## src/assert_macros.svh

```systemverilog
// ----------------------------------------------------------------------------
// assert_macros.svh
// Shared concurrent assertion macros for the sorted insert deque.
// ----------------------------------------------------------------------------
`ifndef ASSERT_MACROS_SVH
`define ASSERT_MACROS_SVH

// Same-cycle implication, checked outside reset.
`define SID_ASSERT_IMPLY(label, clk, rst, ante, cons) \
   label: assert property (@(posedge clk) disable iff (rst) (ante) |-> (cons)) \
      else $error("assertion failed");

// Next-cycle implication, checked outside reset.
`define SID_ASSERT_NEXT(label, clk, rst, ante, cons) \
   label: assert property (@(posedge clk) disable iff (rst) (ante) |=> (cons)) \
      else $error("assertion failed");

`endif

```

## src/sid_pkg.sv

```systemverilog
// ----------------------------------------------------------------------------
// sid_pkg
// Types and constants shared by the sorted insert deque cells and top level.
// ----------------------------------------------------------------------------
`default_nettype none

package sid_pkg;

   localparam int DEPTH = 16;
   localparam int IDX_W = $clog2(DEPTH);
   localparam int CNT_W = $clog2(DEPTH + 1);

   typedef logic [IDX_W-1:0] idx_type;
   typedef logic [CNT_W-1:0] cnt_type;

   typedef enum logic [2:0] {
      OP_PUSH_HEAD = 3'd0,
      OP_PUSH_TAIL = 3'd1,
      OP_INSERT    = 3'd2,
      OP_POP_HEAD  = 3'd3,
      OP_POP_TAIL  = 3'd4
   } op_type;

   typedef enum logic [1:0] {
      ST_DONE  = 2'd0,
      ST_FULL  = 2'd1,
      ST_EMPTY = 2'd2
   } status_type;

   // What every cell does this cycle.
   typedef enum logic [2:0] {
      MODE_HOLD      = 3'd0,
      MODE_PUSH_HEAD = 3'd1,
      MODE_PUSH_TAIL = 3'd2,
      MODE_INSERT    = 3'd3,
      MODE_POP_HEAD  = 3'd4
   } mode_type;

   typedef struct packed {
      mode_type    mode;
      logic [7:0]  key;
      logic [7:0]  tag;
      cnt_type     count;
   } cell_ctl_type;

endpackage

`default_nettype wire

```

## src/sid_cell.sv

```systemverilog
// ----------------------------------------------------------------------------
// sid_cell
// One list slot: holds a (key, tag) entry, compares against the new key and
// moves data to or from its neighbors.
// ----------------------------------------------------------------------------
`default_nettype none

module sid_cell
   import sid_pkg::*;
(
   input  wire          clock,
   input  idx_type      idx,
   input  cell_ctl_type ctl,
   input  wire  [7:0]   left_key,
   input  wire  [7:0]   left_tag,
   input  wire  [7:0]   right_key,
   input  wire  [7:0]   right_tag,
   input  wire          hit_in,
   input  wire  [7:0]   tail_key_in,
   input  wire  [7:0]   tail_tag_in,
   output logic [7:0]   key,
   output logic [7:0]   tag,
   output logic         hit_out,
   output logic [7:0]   tail_key_out,
   output logic [7:0]   tail_tag_out
);

   logic [7:0] key_ff, key_in;
   logic [7:0] tag_ff, tag_in;
   cnt_type    pos;
   logic       occupied;
   logic       first_free;
   logic       is_last;
   logic       gte;

   always_comb begin
      pos        = CNT_W'(idx);
      occupied   = pos < ctl.count;
      first_free = pos == ctl.count;
      is_last    = (pos + CNT_W'(1)) == ctl.count;
      gte        = occupied && (key_ff >= ctl.key);
      hit_out    = hit_in | gte;
      // tail entry travels toward the head
      tail_key_out = is_last ? key_ff : tail_key_in;
      tail_tag_out = is_last ? tag_ff : tail_tag_in;
   end

   always_comb begin
      key_in = key_ff;
      tag_in = tag_ff;
      case (ctl.mode)
         MODE_PUSH_HEAD: begin
            key_in = left_key;
            tag_in = left_tag;
         end
         MODE_PUSH_TAIL: begin
            if (first_free) begin
               key_in = ctl.key;
               tag_in = ctl.tag;
            end
         end
         MODE_INSERT: begin
            if (hit_in) begin
               key_in = left_key;
               tag_in = left_tag;
            end else if (gte || first_free) begin
               key_in = ctl.key;
               tag_in = ctl.tag;
            end
         end
         MODE_POP_HEAD: begin
            key_in = right_key;
            tag_in = right_tag;
         end
         default: begin
            key_in = key_ff;
            tag_in = tag_ff;
         end
      endcase
   end

   always_ff @(posedge clock) begin
      key_ff <= key_in;
      tag_ff <= tag_in;
   end

   assign key = key_ff;
   assign tag = tag_ff;

endmodule

`default_nettype wire

```

## src/sorted_insert_deque_unit.sv

```systemverilog
// ----------------------------------------------------------------------------
// sorted_insert_deque_unit
// Bounded (key, tag) list with head/tail push, ordered insert and head/tail
// pop, built as a row of compare-and-shift cells.
// ----------------------------------------------------------------------------
// The unit holds up to DEPTH entries, head at cell 0. Every request
// transaction returns exactly one response transaction carrying a status, the
// popped entry (zero when nothing is popped) and the entry count after the
// operation. Throughput is one transaction per clock: all cells compare their
// key against the new key and shift in the same cycle the request is taken,
// and the response sits in a single output register, so a request is taken
// whenever that register is empty or being drained. The response is registered
// and shows in the cycle after the request is taken. A push on a full list
// answers FULL and leaves the list alone; a pop on an empty list answers
// EMPTY. An ordered insert lands ahead of the first entry whose key is
// greater than or equal to the new key, or at the tail if there is none.
// Stored entries have no reset; only the count and response valid are cleared.
// ----------------------------------------------------------------------------
`default_nettype none
`include "assert_macros.svh"

module sorted_insert_deque_unit
   import sid_pkg::*;
(
   input  wire         clock,
   input  wire         reset,
   // request channel
   input  wire         req_valid,
   output logic        req_stall,
   input  wire  [2:0]  req_op,
   input  wire  [7:0]  req_key,
   input  wire  [7:0]  req_tag,
   // response channel
   output logic        rsp_valid,
   input  wire         rsp_stall,
   output logic [1:0]  rsp_status,
   output logic [7:0]  rsp_out_key,
   output logic [7:0]  rsp_out_tag,
   output logic [4:0]  rsp_count
);

   // cell row wiring, each element tied to one cell
   logic [7:0]   cell_key  [DEPTH];
   logic [7:0]   cell_tag  [DEPTH];
   logic         cell_hit  [DEPTH];
   logic [7:0]   cell_tkey [DEPTH];
   logic [7:0]   cell_ttag [DEPTH];

   cnt_type      count_ff, count_in;
   logic         rsp_valid_ff, rsp_valid_in;
   status_type   status_ff, status_in;
   logic [7:0]   okey_ff, okey_in;
   logic [7:0]   otag_ff, otag_in;
   logic [4:0]   ocnt_ff;

   logic         req_accept;
   logic         list_full;
   logic         list_empty;
   cell_ctl_type ctl;

   assign req_stall  = rsp_valid_ff & rsp_stall;
   assign req_accept = req_valid & ~req_stall;
   assign list_full  = count_ff == CNT_W'(DEPTH);
   assign list_empty = count_ff == '0;

   // Decode the transaction into a row command plus response fields.
   always_comb begin
      ctl.mode  = MODE_HOLD;
      ctl.key   = req_key;
      ctl.tag   = req_tag;
      ctl.count = count_ff;
      status_in = ST_DONE;
      okey_in   = '0;
      otag_in   = '0;
      count_in  = count_ff;
      case (req_op)
         OP_PUSH_HEAD, OP_PUSH_TAIL, OP_INSERT: begin
            if (list_full) begin
               status_in = ST_FULL;
            end else begin
               count_in = count_ff + CNT_W'(1);
               case (req_op)
                  OP_PUSH_HEAD: ctl.mode = MODE_PUSH_HEAD;
                  OP_PUSH_TAIL: ctl.mode = MODE_PUSH_TAIL;
                  default:      ctl.mode = MODE_INSERT;
               endcase
            end
         end
         OP_POP_HEAD, OP_POP_TAIL: begin
            if (list_empty) begin
               status_in = ST_EMPTY;
            end else begin
               count_in = count_ff - CNT_W'(1);
               if (req_op == OP_POP_HEAD) begin
                  ctl.mode = MODE_POP_HEAD;
                  okey_in  = cell_key[0];
                  otag_in  = cell_tag[0];
               end else begin
                  // tail pop only shortens the list; entry comes up the chain
                  okey_in  = cell_tkey[0];
                  otag_in  = cell_ttag[0];
               end
            end
         end
         default: begin
            status_in = ST_DONE;
         end
      endcase
      if (!req_accept) begin
         ctl.mode = MODE_HOLD;
         count_in = count_ff;
      end
   end

   // Cell row: left neighbor feeds shifts toward the tail, right neighbor
   // feeds head pops, hit ripples toward the tail, tail entry toward head.
   for (genvar i = 0; i < DEPTH; i++) begin : g_cell
      sid_cell u_cell (
         .clock        (clock),
         .idx          (idx_type'(i)),
         .ctl          (ctl),
         .left_key     ((i == 0) ? req_key : cell_key[(i == 0) ? 0 : i-1]),
         .left_tag     ((i == 0) ? req_tag : cell_tag[(i == 0) ? 0 : i-1]),
         .right_key    (cell_key[(i == DEPTH-1) ? i : i+1]),
         .right_tag    (cell_tag[(i == DEPTH-1) ? i : i+1]),
         .hit_in       ((i == 0) ? 1'b0 : cell_hit[(i == 0) ? 0 : i-1]),
         .tail_key_in  ((i == DEPTH-1) ? 8'd0 : cell_tkey[(i == DEPTH-1) ? i : i+1]),
         .tail_tag_in  ((i == DEPTH-1) ? 8'd0 : cell_ttag[(i == DEPTH-1) ? i : i+1]),
         .key          (cell_key[i]),
         .tag          (cell_tag[i]),
         .hit_out      (cell_hit[i]),
         .tail_key_out (cell_tkey[i]),
         .tail_tag_out (cell_ttag[i])
      );
   end

   assign rsp_valid_in = req_accept | (rsp_valid_ff & rsp_stall);

   always_ff @(posedge clock) begin
      if (reset) begin
         count_ff     <= '0;
         rsp_valid_ff <= 1'b0;
      end else begin
         count_ff     <= count_in;
         rsp_valid_ff <= rsp_valid_in;
      end
   end

   // response payload, loaded only when a transaction is taken
   always_ff @(posedge clock) begin
      if (req_accept) begin
         status_ff <= status_in;
         okey_ff   <= okey_in;
         otag_ff   <= otag_in;
         ocnt_ff   <= 5'(count_in);
      end
   end

   assign rsp_valid   = rsp_valid_ff;
   assign rsp_status  = status_ff;
   assign rsp_out_key = okey_ff;
   assign rsp_out_tag = otag_ff;
   assign rsp_count   = ocnt_ff;

   // count never passes capacity
   `SID_ASSERT_IMPLY(a_count_bound, clock, reset, 1'b1, count_ff <= CNT_W'(DEPTH))
   // count moves only on a taken transaction
   `SID_ASSERT_NEXT(a_count_hold, clock, reset, !req_accept, count_ff == $past(count_ff))
   // a FULL answer means the list really was full
   `SID_ASSERT_NEXT(a_full_status, clock, reset, req_accept && status_in == ST_FULL,
      count_ff == CNT_W'(DEPTH) && rsp_status == ST_FULL)

endmodule

`default_nettype wire

```

## config.mk

```make
export PLATFORM = sky130hd
export DESIGN_NAME = sorted_insert_deque_unit
export DESIGN_NICKNAME = d
export VERILOG_FILES = /design/src/sid_pkg.sv /design/src/sid_cell.sv /design/src/sorted_insert_deque_unit.sv
export VERILOG_INCLUDE_DIRS = /design/src /design/src/src
export SDC_FILE = /design/constraint.sdc
export NUM_CORES = 1
export LEC_CHECK = 0
export ABC_CLOCK_PERIOD_IN_PS = 11050
export BUFFER_PORTS_ARGS = -buffer_cell sky130_fd_sc_hd__clkbuf_2
export CELL_PAD_IN_SITES_DETAIL_PLACEMENT = 1
export CELL_PAD_IN_SITES_GLOBAL_PLACEMENT = 1
export CORE_MARGIN = 5
export CORE_UTILIZATION = 52
export CTS_CLUSTER_DIAMETER = 40
export DETAILED_ROUTE_END_ITERATION = 8
export PLACE_DENSITY_LB_ADDON = 0.1
export SLEW_MARGIN = 15
export SYNTH_ARGS = -nofsm -noshare
export SYNTH_HDL_FRONTEND = slang
export SYNTH_HIERARCHICAL = 1
export SYNTH_SLANG_ARGS = --single-unit
export TNS_END_PERCENT = 20
```

## constraint.sdc

```tcl
create_clock -name clock -period 11.05 [get_ports clock]
set_clock_uncertainty 0.05 [all_clocks]
set_input_delay 0 -clock clock [delete_from_list [all_inputs] [get_ports clock]]
set_output_delay 0 -clock clock [all_outputs]
set_load 0.02 [all_outputs]
```

==> qor.csv <==
stage,metric,value,unit
worst_setup_path,worstPathArrival,8.95,ns
pwr,cellPowerDensity,149.0,mW/mm²
synthesis,ys_seq_elements,285,
detailed_routing,met3_wire_len,6234,µm
worst_setup_path,crit_start,count_ff[1]$_SDFF_PP0_,
cts,h-tree-depth,2,
worst_hold_path,holdCritStartpoint,req_tag[5],
final_layout,nets,3044,
detailed_routing,antenna_viol_nets_final,0,
floorplan,die_height,226.3,µm
synthesis,synth_flop_cell,edfxtp_1,
pwr,power.combinational.fraction,25.5,%
cts,cts.clk_slew.worst_paths,0.05,ns
worst_setup_path,worst-path-max-fanout,39,
cts,cts_tree,done,
pwr,p_sw,0.001318,W
place,post-dp-hpwl,59450,µm
pwr,largest_vdd_supply_drop,0.1355,mV
worst_setup_path,crit_slowest_cell,nor2_1,
detailed_routing,total_drc_errors_in_the_routed_layout,0,
grt,grt_util_all_layers,31.44,%
sta,worst_slew_margin_rel,18.32,%
synthesis,syn_inst,2478,
run_status,run_status,"complete, no violations",
detailed_routing,wl_met2,39370,µm
grt,first_global_vias,22240,
pwr,power_leakage,12.93,nW
sta,setup_total_negative_slack,0,ns
floorplan,overall_die_area,0.05123,mm²
detailed_routing,vias,21230,
place,weighted_congestion_at_the_end_of_routability_driven_global_placement,0.8693,
floorplan,initial_core_util,52.39,%
detailed_routing,routedWlPerCell,23.74,µm
final_layout,ratio_of_cells_with_drive_above_1_in_the_final_layout,19.59,%
synthesis,yosys_warnings,6,
worst_setup_path,start_of_the_worst_register_to_register_path,count_ff[1]$_SDFF_PP0_,
place,port-buffer-count,47,
detailed_routing,first_iter_violations,1869,
detailed_routing,drt_first_pass_iters,7,
sta,final.hold.worst_slack,0.07274,ns
final_layout,most_common_library_cell_in_the_layout_ignoring_fill_and_taps,nand2_1,
grt,maximum_number_of_pins_on_one_net_before_global_route_repair,65,
cts,clock_sink_count,285,
cts,clock_tree.root_cell,clkbuf_16,
synthesis,mappedNetlistArea,0.02434,mm²
pwr,p_sw_share,31.18,%
grt,grt_pass1_wl,127500,µm
sta,tightestPinTransition,1.221,ns
synthesis,async_reset_ff_share,0,%
floorplan,rows,79,
grt,grt_overflow_total,0,
cts,number_of_buffers_added_by_the_clock_tree_synthesis_step,56,
pwr,intPower,0.002909,W
worst_hold_path,worstHoldPathType,input port to flop,
synthesis,yosys.cell_types.count,73,
worst_setup_path,cp_slowest_stage_delay,0.85,ns
detailed_routing,routed_length_on_met1,34430,µm
cts,clkLatencyLatePin,0.62,ns
final_layout,most-common-layout-cells,"548 x nand2_1, 279 x edfxtp_1, 240 x conb_1, 240 x a22oi_1, 232 x inv_1",
job,drv_cap,0,
final_layout,insertedDiodeCount,0,
sta,period_needed,8.522,ns
pwr,p_clk_share,43.3,%
floorplan,pin_count,48,
cts,cts_resized,0,
grt,grt_antenna_before_repair,2,
sta,finalSetupViolations,0,
floorplan,core,0.04646,mm²
worst_hold_path,hold_path_depth,3,
sta,final_slew_viol_count,0,
detailed_routing,routed_wirelength,82300,µm
sta,final_hold_vio_count,0,
pwr,pwr-share-seq,31.3,%
synthesis,synth_top_cell_by_area,edfxtp_1,
synthesis,synth_enable_flop_cells,279,
sta,timing.fmax,117.3,MHz
worst_setup_path,worstSetupStartpointType,flop,
synthesis,ys_top_cells_by_area,"edfxtp_1 34%, ha_1 11%, mux2_4 9.3%",
synthesis,ys_seq_area_share,34.92,%
worst_setup_path,worst_setup_path_end_kind,flop,
sta,grt_setup_unrepaired,no,
floorplan,die_w,226.3,µm
cts,max-clock-path-buffers,3,
worst_setup_path,crit_required,11.48,ns
worst_setup_path,reg2reg_depth,34,
detailed_routing,uppermost_layer_routed,met5,
synthesis,synth_largest_type_area_fraction,34.42,%
final_layout,area_delta_synth_final,16.55,%
sta,layout_worst_path_cycle_share,77.12,%
synthesis,synth_area_per_cell,9.822,µm²
detailed_routing,via_per_inst,6.124,
worst_setup_path,setup.worst_path.class,flop to flop,
==> kinds of logic after synthesis <==
group	Yosys count	share of synthesized area (%)
AO/OA/AOI/OAI	529	16.31
XOR/XNOR	87	3.162
adder cells (fa/ha/maj)	210	10.80
buffers and inverters	303	5.290
flip-flops	285	34.92
multiplexers	261	14.38
other	2	0.03086
AND/OR/NAND/NOR	801	15.11
==> metal layers <==
metal  track usage (%)  up-vias
met2             52.80      819
met5                 0        -
met3             6.370      173
li1                  -     9530
met1             41.49    10700
met4             8.907        4
==> synthesized netlist by cell type, types with 7 or more instances <==
library cell and n:
nand2_1 548, edfxtp_1 279, a22oi_1 240, inv_1 232
ha_1 210, mux2_4 151, mux2_2 106, nor2_1 85
a21oi_1 70, xnor2_1 63, o21ai_0 45, clkbuf_1 41
nor2b_1 24, xor2_1 23, a21o_1 22, o31a_1 22
nand3_2 20, nand4_1 20, a211oi_1 18, buf_6 18
nand3_1 18, a22o_1 16, nor3b_2 14, a211o_1 13
buf_2 12, nor4_1 12, o211ai_1 12, a211oi_2 11
a32oi_1 11, nor3_2 11, a31oi_1 8, and3_1 7
==> per-stage QoR <==
step | cells | power [W] | worst slack [ns] | utilization [%] | cell area (µm²)
floorplan | 2716 | 0.002080 | 2.692 | - | 25230
CTS | 3466 | 0.004223 | 2.531 | 61.02 | 28350
global placement | 3352 | 0.002327 | 3.107 | 56.50 | 26250
detailed placement | 3352 | 0.002370 | 2.661 | 56.51 | 26250
global route | 3466 | 0.004381 | 1.634 | 61.06 | 28370
finish | 3466 | 0.004227 | 2.528 | 61.06 | 28370
==> flip-flops by register name, summed over array words and instances, names as in the netlist <==
signal             flops
g_cell.u_cell/key    128
count_ff               5
rsp_count              5
rsp_status             2
g_cell.u_cell/tag    128
rsp_out_tag            8
rsp_valid              1
rsp_out_key            8
==> power by group through the flow <==
stage | Sequential [W] | Combinational (W) | Clock (W)
after CTS | 0.00132 | 0.00105 | 0.00185
final | 0.00132 | 0.00108 | 0.00183
after detailed placement | 0.00134 | 0.00103 | 0
after floorplan | 0.00133 | 0.000746 | 0
after global routing | 0.00133 | 0.00116 | 0.00190
after global placement | 0.00134 | 0.000989 | 0
==> final timing paths <==
check	endpoint	slack (ns)
max	g_cell[15].u_cell/tag[0]$_DFFE_PP_	2.53
min	g_cell[0].u_cell/tag[5]$_DFFE_PP_	0.07
max reg2reg	g_cell[15].u_cell/tag[0]$_DFFE_PP_	2.53
min reg2reg	g_cell[14].u_cell/tag[1]$_DFFE_PP_	0.56
==> area by class of cell <==
| type | instances | area, µm² |
|---|---|---|
| clock buffer | 58 | 1409 |
| clock inverter | 48 | 604.3 |
| fill | 5255 | 18090 |
| inverter | 232 | 870.8 |
| multi-input combinational | 2128 | 15500 |
| sequential | 285 | 8506 |
| tap | 607 | 759.5 |
| timing repair buffer | 108 | 713.2 |
==> worst max-delay path: cells and delay by family, from the launching register on <==
family,cells,cell delay [ns]
flip-flops,1,0.31
buffers and inverters,3,0.78
AND/OR/NAND/NOR,16,2.51
AO/OA/AOI/OAI,14,4.35
adder cells (fa/ha/maj),1,0.33
==> repair_timing <==
item                      4_1_cts  5_1_grt
setup buffers                   0        0
hold endpoints to repair        7        0
hold buffers                    8        0
(Power assumes the default switching activity.)
